### config.mk
export PLATFORM = sky130hd
export DESIGN_NAME = bounded_list_insert_remove_search_top
export DESIGN_NICKNAME = d
export VERILOG_FILES = /design/src/rtl/blist_pkg.sv /design/src/rtl/blist_alu.sv /design/src/rtl/bounded_list_insert_remove_search_top.sv
export SDC_FILE = /design/constraint.sdc
export NUM_CORES = 1
export LEC_CHECK = 0
export BUFFER_PORTS_ARGS = -buffer_cell sky130_fd_sc_hd__clkbuf_2
export CORE_ASPECT_RATIO = 2
export CORE_MARGIN = 1
export CORE_UTILIZATION = 40
export CTS_CLUSTER_DIAMETER = 30
export DETAILED_ROUTE_END_ITERATION = 10
export SETUP_SLACK_MARGIN = 0.15
export SLEW_MARGIN = 20
export SYNTH_ARGS = -nofsm -noshare
export SYNTH_HDL_FRONTEND = slang
export SYNTH_SLANG_ARGS = --single-unit
### constraint.sdc
create_clock -name clk -period 9.4 [get_ports clk]
set_input_delay 1.41 -clock clk [delete_from_list [all_inputs] [get_ports clk]]
set_output_delay 1.41 -clock clk [all_outputs]
set_load 0.05 [all_outputs]
### src/rtl/blist_pkg.sv
`timescale 1ns / 1ps
// shared widths, defaults and operation codes for the bounded list block
// no dependencies

package blist_pkg;

	localparam int SIZE_DEF = 8;

	localparam int KIND_W = 3;
	localparam int POS_W  = 4;
	localparam int VAL_W  = 32;
	localparam int IDX_W  = 3;
	localparam int CNT_W  = 4;

	localparam logic [KIND_W-1:0] KIND_CLEAR  = 3'd0;
	localparam logic [KIND_W-1:0] KIND_INSERT = 3'd1;
	localparam logic [KIND_W-1:0] KIND_FIND   = 3'd2;
	localparam logic [KIND_W-1:0] KIND_REMOVE = 3'd3;
	localparam logic [KIND_W-1:0] KIND_READ   = 3'd4;

endpackage

### src/rtl/blist_alu.sv
`timescale 1ns / 1ps
// shared unit of the list sequencer: one 32-bit equality compare and the
// walk index step, depends on blist_pkg

module blist_alu #(
	parameter int CW = 4
) (
	input  logic [blist_pkg::VAL_W-1:0] a,
	input  logic [blist_pkg::VAL_W-1:0] b,
	input  logic [CW-1:0]               idx,
	output logic                        eq,
	output logic [CW-1:0]               idx_inc,
	output logic [CW-1:0]               idx_dec
);
	import blist_pkg::*;

	assign eq      = (a == b);
	assign idx_inc = idx + CW'(1);
	assign idx_dec = idx - CW'(1);

endmodule

### src/rtl/bounded_list_insert_remove_search_top.sv
`timescale 1ns / 1ps
// Ordered list of up to SIZE signed 32-bit values with insert, find last, remove all,
// read and clear. The list lives in a one-write, one-read memory with registered read
// data; a sequencer walks it one entry at a time through a shared compare unit.
// Clear, a refused request and an unused code go straight to done; read waits for the
// read data; insert shifts each entry from position up one place, then writes the
// value; find last inspects entries from the top and stops at the first hit; remove
// all walks the list and packs kept entries down. The sequencer is back in idle at
// the edge that loads the result, and a result register that is still full holds it
// in its last state. The next request is taken once the sequencer is idle, even while
// the last result still waits at the output. Depends on blist_pkg and blist_alu.

module bounded_list_insert_remove_search_top #(
	parameter int SIZE = blist_pkg::SIZE_DEF
) (
	input  logic                               clk,
	input  logic                               arst_n,
	input  logic                               in_valid,
	output logic                               in_ready,
	input  logic [blist_pkg::KIND_W-1:0]       kind,
	input  logic [blist_pkg::POS_W-1:0]        position,
	input  logic signed [blist_pkg::VAL_W-1:0] value,
	output logic                               out_valid,
	input  logic                               out_ready,
	output logic                               ok,
	output logic                               found,
	output logic [blist_pkg::IDX_W-1:0]        index,
	output logic signed [blist_pkg::VAL_W-1:0] entry,
	output logic [blist_pkg::CNT_W-1:0]        removed_count,
	output logic [blist_pkg::CNT_W-1:0]        length
);
	import blist_pkg::*;

	localparam int CW   = $clog2(SIZE + 1);
	localparam int AW   = (SIZE > 1) ? $clog2(SIZE) : 1;
	localparam int CMPW = (CW > POS_W) ? CW : POS_W;

	typedef enum logic [3:0] {
		ST_IDLE,
		ST_INS_RD,
		ST_INS_WR,
		ST_FND_RD,
		ST_FND_CMP,
		ST_REM_RD,
		ST_REM_CMP,
		ST_RD_WAIT,
		ST_DONE
	} state_t;

	state_t             state_q;
	logic [POS_W-1:0]   pos_q;
	logic [VAL_W-1:0]   val_q;
	logic [CW-1:0]      cnt_q;
	logic [CW-1:0]      i_q;
	logic [CW-1:0]      wr_q;

	logic               res_ok_q;
	logic               res_found_q;
	logic [IDX_W-1:0]   res_index_q;
	logic [VAL_W-1:0]   res_entry_q;
	logic [CNT_W-1:0]   res_removed_q;

	logic               out_valid_q;
	logic               ok_q;
	logic               found_q;
	logic [IDX_W-1:0]   index_q;
	logic [VAL_W-1:0]   entry_q;
	logic [CNT_W-1:0]   removed_q;
	logic [CNT_W-1:0]   length_q;

	logic [VAL_W-1:0]   mem [SIZE];
	logic [VAL_W-1:0]   rdata_q;
	logic [AW-1:0]      raddr;
	logic               we;
	logic [AW-1:0]      waddr;
	logic [VAL_W-1:0]   wdata;

	logic               eq;
	logic [CW-1:0]      i_inc;
	logic [CW-1:0]      i_dec;
	logic               in_acc;
	logic               out_free;

	blist_alu #(
		.CW(CW)
	) u_alu (
		.a      (rdata_q),
		.b      (val_q),
		.idx    (i_q),
		.eq     (eq),
		.idx_inc(i_inc),
		.idx_dec(i_dec)
	);

	assign in_ready = (state_q == ST_IDLE);
	assign in_acc   = in_valid && in_ready;
	assign out_free = !out_valid_q || out_ready;

	// memory port control
	always_comb begin
		raddr = AW'(i_q);
		we    = 1'b0;
		waddr = AW'(i_q);
		wdata = rdata_q;
		unique case (state_q)
			ST_IDLE: begin
				raddr = AW'(position);
			end
			ST_INS_RD: begin
				raddr = AW'(i_dec);
				if (!(CMPW'(i_q) > CMPW'(pos_q))) begin
					we    = 1'b1;
					waddr = AW'(pos_q);
					wdata = val_q;
				end
			end
			ST_INS_WR: begin
				we    = 1'b1;
				waddr = AW'(i_q);
				wdata = rdata_q;
			end
			ST_FND_RD: begin
				raddr = AW'(i_dec);
			end
			ST_REM_RD: begin
				raddr = AW'(i_q);
			end
			ST_REM_CMP: begin
				we    = !eq;
				waddr = AW'(wr_q);
				wdata = rdata_q;
			end
			default: begin
			end
		endcase
	end

	always_ff @(posedge clk) begin
		if (we) begin
			mem[waddr] <= wdata;
		end
		rdata_q <= mem[raddr];
	end

	always_ff @(posedge clk or negedge arst_n) begin
		if (!arst_n) begin
			state_q     <= ST_IDLE;
			cnt_q       <= '0;
			out_valid_q <= 1'b0;
		end else begin
			if (state_q == ST_DONE && out_free) begin
				out_valid_q <= 1'b1;
			end else if (out_ready) begin
				out_valid_q <= 1'b0;
			end
			unique case (state_q)
				ST_IDLE: begin
					if (in_acc) begin
						pos_q         <= position;
						val_q         <= $unsigned(value);
						res_ok_q      <= 1'b1;
						res_found_q   <= 1'b0;
						res_index_q   <= '0;
						res_entry_q   <= '0;
						res_removed_q <= '0;
						i_q           <= cnt_q;
						wr_q          <= '0;
						unique case (kind)
							KIND_CLEAR: begin
								cnt_q   <= '0;
								state_q <= ST_DONE;
							end
							KIND_INSERT: begin
								if (cnt_q == CW'(SIZE) || CMPW'(position) > CMPW'(cnt_q)) begin
									res_ok_q <= 1'b0;
									state_q  <= ST_DONE;
								end else begin
									state_q <= ST_INS_RD;
								end
							end
							KIND_FIND: begin
								state_q <= ST_FND_RD;
							end
							KIND_REMOVE: begin
								i_q     <= '0;
								state_q <= ST_REM_RD;
							end
							KIND_READ: begin
								if (CMPW'(position) >= CMPW'(cnt_q)) begin
									res_ok_q <= 1'b0;
									state_q  <= ST_DONE;
								end else begin
									state_q <= ST_RD_WAIT;
								end
							end
							default: begin
								res_ok_q <= 1'b0;
								state_q  <= ST_DONE;
							end
						endcase
					end
				end
				ST_INS_RD: begin
					if (CMPW'(i_q) > CMPW'(pos_q)) begin
						state_q <= ST_INS_WR;
					end else begin
						cnt_q   <= cnt_q + CW'(1);
						state_q <= ST_DONE;
					end
				end
				ST_INS_WR: begin
					i_q     <= i_dec;
					state_q <= ST_INS_RD;
				end
				ST_FND_RD: begin
					if (i_q == '0) begin
						state_q <= ST_DONE;
					end else begin
						state_q <= ST_FND_CMP;
					end
				end
				ST_FND_CMP: begin
					if (eq) begin
						res_found_q <= 1'b1;
						res_index_q <= IDX_W'(i_dec);
						state_q     <= ST_DONE;
					end else begin
						i_q     <= i_dec;
						state_q <= ST_FND_RD;
					end
				end
				ST_REM_RD: begin
					if (i_q == cnt_q) begin
						res_removed_q <= CNT_W'(cnt_q - wr_q);
						cnt_q         <= wr_q;
						state_q       <= ST_DONE;
					end else begin
						state_q <= ST_REM_CMP;
					end
				end
				ST_REM_CMP: begin
					if (!eq) begin
						wr_q <= wr_q + CW'(1);
					end
					i_q     <= i_inc;
					state_q <= ST_REM_RD;
				end
				ST_RD_WAIT: begin
					res_entry_q <= rdata_q;
					state_q     <= ST_DONE;
				end
				ST_DONE: begin
					if (out_free) begin
						ok_q      <= res_ok_q;
						found_q   <= res_found_q;
						index_q   <= res_index_q;
						entry_q   <= res_entry_q;
						removed_q <= res_removed_q;
						length_q  <= CNT_W'(cnt_q);
						state_q   <= ST_IDLE;
					end
				end
				default: begin
					state_q <= ST_IDLE;
				end
			endcase
		end
	end

	assign out_valid     = out_valid_q;
	assign ok            = ok_q;
	assign found         = found_q;
	assign index         = index_q;
	assign entry         = $signed(entry_q);
	assign removed_count = removed_q;
	assign length        = length_q;

endmodule
==> results.txt <==
----------------------------------------------------
[Run status]
  Outcome ... completed

[Worst setup path]
  Critical path, cell by cell ... inv_1, ha_1, nor2b_1, o31ai_1, a21o_1, buf_4, nor2_1, a221o_1, nor4_4, buf_4
  Slowest-stage cell, CP ... edfxtp_1
  Most frequent cell on the critical path ... buf_4
  Cells on worst reg2reg path ... 10
  Largest fanout on the critical path ... 37
  Combined buffer and inverter count along the critical path ... 3
  Worst Path Arrival ... 4.28 ns
  Data required time of the worst path ... 9.60 ns
  Critical Path Sink Type ... register
  Gate family responsible for the most delay along the worst path ... buffers and inverters
  Total stage count of the critical path ... 10
  Critical path start-end classification ... register to register
  Slowest stage delay, CP ... 0.62 ns
  CP Launch Type ... register

[Layout]
  Storage element area ... 12500 sq um
  Final net count ... 1262
  Final cell count without fillers ... 1782
  Area added between synthesis and finish ... 17.3%
  Total area of multi-input combinational cells ... 4330 sq um
  Filler cells ... 3595
  Layout cells sized above 1 ... 25.4%
  Number of antenna cells inserted ... 0
  Final core occ ... 47.6%

[Drt]
  Vias per Instance ... 5.37
  Overall via count from detail_route ... 9576
  Remaining DRCs ... 0
  Iteration count of the initial detailed-routing pass ... 5
  Aggregate routed wire length ... 39700 um
  Post-detailed-route count of antenna-violating nets ... 0
  Routed wire per std cell ... 22.3 um
  DRC marker count from the first detailed-route iteration ... 551

[STA]
  Count of endpoints failing hold in the final timing report ... 0
  Final setup TNS ... 0 ns
  Number of slew-limit violations in the final report ... 0
  Final critical-path setup slack ... 5.32 ns
  Worst rel slew slack ... 27.2%
  Setup-failing EPs final ... 0
  Share of the cycle needed by the critical path after routing ... 43.4%
  Layout Skew ... 0.0227 ns
  Time the final worst path needs with I/O delays and setup ... 4.08 ns
  Timing-limited maximum frequency ... 245 MHz
  Measured slew at the worst slew-check pin ... 1.09 ns
  Unrepaired setup endpoints after global routing ... false

[Synth]
  Post-synthesis sequential element count ... 427
  Post-synth top cells ... edfxtp_1, nand2_1, mux2_2
  Netlist area before placement ... 17000 sq um
  Part of the Yosys area used for sequential elements ... 73.4%
  Avg Inst Size Synth ... 15.6 sq um
  Count of mapped cells out of synthesis ... 1090
  Total number of yosys warnings ... 0
  Async set-or-reset flop fraction in the synthesized netlist ... 2.11%
  Number of synthesized flops with an enable pin ... 386
  Fraction of post-synthesis cell area in the top cell type by area ... 68.3%
  Syn Nets ... 1150
  Most instantiated library cell after synthesis ... edfxtp_1
  Most used flip-flop cell after synthesis ... edfxtp_1
  Cell taking the most area after synthesis ... edfxtp_1
  Netlist cell types ... 57
  Leading cell types by total area after synthesis ... edfxtp_1, mux2_2, dfxtp_1, nand2_1, o22ai_1

[Clocking]
  Hold buffer count at cts ... 0
  PostCTS Resize Cnt ... 0
  Clock latency on the worst-skew pair ... 0.57 ns
  H-tree depth ... 2
  Clock Path Buffers ... 3
  Setup Buffers After CTS ... 0
  Clock transition time at the flip-flop clock pins of the worst setup and hold paths ... 0.06 ns
  CTS Buf Count ... 51
  Clk sink count ... 427
  Root buffer selected by CTS ... clkbuf_16
  Clock tree from TritonCTS ... built

[Global routing]
  Largest net degree at the start of global routing ... 80
  Total gr overflow ... 0
  Via count of the first global-routing pass ... 9916
  Number of antenna violations at the first check in global routing ... 0
  Global-route usage over all layers ... 18.8%
  First-pass GRT wire length ... 59800 um

[Die]
  Count of standard-cell rows ... 106
  Top-Level Pins ... 90
  Floorplan die width ... 148 um
  Area of the placeable core ... 41800 sq um
  Initial Util ... 40.6%
  Vert. Die Dim ... 293 um
  Area of the die ... 43300 sq um

[Job]
  Max cap viols ... 0

[Power and ir drop]
  Internal power summed over all cells ... 4590 uW
  Sw frac ... 33.7%
  Pwr per Cell Area ... 348 nW/um^2
  Part of the power in the clock network ... 29.4%
  Net load switching power ... 2330 uW
  Relative contribution of combinational cells to total power ... 29.9%
  Peak ir drop on the vdd network ... 0.187 mV
  Total leakage power ... 0.00692 uW
  Flop pwr share ... 40.7%

[Place]
  Sum of net half-perimeters after detailed placement ... 23500 um
  Count of input and output buffers ... 89
  Dpl cells ... 1688
  Last weighted congestion value of the routability-driven placer ... 0.864
  Pre-CTS setup slack ... 5.01 ns

[Min path]
  Class of the worst hold path ... register to register
  Number of stages on the worst hold path ... 0

----------------------------------------------------
[power groups by stage]
stage | Clock (uW) | Sequential [uW] | Combinational, uW
after floorplan | 0 | 2860 | 1410
after global placement | 0 | 2850 | 2020
after detailed placement | 0 | 2850 | 2070
after CTS | 2070 | 2820 | 2080
after global routing | 2140 | 2840 | 2250
final | 2040 | 2810 | 2070
[worst paths after layout]
check / startpoint / end / slack, ns
max: i_q[0]$_DFFE_PP_ / mem[6][19]$_DFFE_PP_ / 5.32
min: res_entry_q[6]$_SDFFCE_PP0P_ / entry[6]$_DFFE_PP_ / 0.42
max reg2reg: i_q[0]$_DFFE_PP_ / mem[6][19]$_DFFE_PP_ / 5.32
min reg2reg: res_entry_q[6]$_SDFFCE_PP0P_ / entry[6]$_DFFE_PP_ / 0.42
max in group asynchronous: arst_n / state_q[3]$_DFFE_PN0P_ / 8.35
min in group asynchronous: arst_n / cnt_q[1]$_DFFE_PN0P_ / 0.76
[cell type report]
class                           count  share of cell area (%)
Multi-Input combinational cell    597                    21.7
Tap cell                          540                    3.40
Clock buffer                       60                    6.74
Sequential cell                   427                    62.6
Timing Repair Buffer              105                    2.94
Clock inverter                     33                    2.21
Inverter                           20                   0.377
[per-stage QoR]
stage / power, uW / cell area, sq um / hold WS [ns]
after floorplan: 4270 / 17000 / 0.400
after global placement: 4870 / 18100 / 0.403
after detailed placement: 4920 / 18100 / 0.405
after CTS: 6960 / 19900 / 0.418
after global routing: 7240 / 19900 / 0.428
final: 6920 / 19900 / 0.418
[placed cells by master (no fill, tap or decap), types with 4 or more instances in the layout]
cell type	synthesis	final
a21boi_0	5	5
nand4_1	11	11
mux2_2	101	101
clkbuf_1	27	7
xor2_1	4	4
a21o_1	4	4
mux2_1	24	24
edfxtp_1	386	386
nor3_1	11	5
clkinv_2	0	4
nor2b_1	5	4
and2_1	34	34
dfrtp_1	9	9
nand3_1	9	9
xnor2_1	40	40
nand2_1	114	112
nand2b_1	8	6
dfxtp_1	32	32
nor2_1	59	58
o21ai_0	10	10
clkbuf_2	0	89
clkbuf_16	0	52
mux2i_1	7	7
clkinv_4	0	5
a21oi_1	12	11
a31oi_1	4	4
nor3_2	0	6
ha_1	16	16
o22ai_1	65	65
inv_1	20	20
clkinvlp_4	0	5
bufinv_16	0	7
buf_4	1	15
inv_6	0	7
or2_2	4	4
a221oi_1	4	4
[sequential cells by signal, summed over array words and instances (netlist names), 4 cells and up]
register	cells
mem	256
entry	32
rdata_q	32
res_entry_q	32
val_q	32
cnt_q	4
i_q	4
length	4
pos_q	4
removed_count	4
res_removed_q	4
state_q	4
wr_q	4
[routing by layer]
metal | global-route usage, % | share of wire (%) | vias up
met3 | 2.17 | 4.2 | 90
met5 | 0 | 0 | -
li1 | - | - | 4345
met1 | 21.0 | 38 | 4843
met4 | 9.00 | 4.1 | 0
met2 | 34.9 | 54 | 298
[logic make-up (layout without fill, tap and decap cells)]
kind of cell / after synthesis / after routing / synth area share (%)
AND/OR/NAND/NOR: 267 / 267 / 7.25
flip-flops: 427 / 427 / 73.4
XOR/XNOR: 44 / 44 / 2.27
adder cells (fa/ha/maj): 17 / 17 / 1.30
AO/OA/AOI/OAI: 137 / 137 / 5.44
buffers and inverters: 66 / 218 / 1.62
multiplexers: 132 / 132 / 8.71
Note: power is estimated with default switching activity, not from simulation.
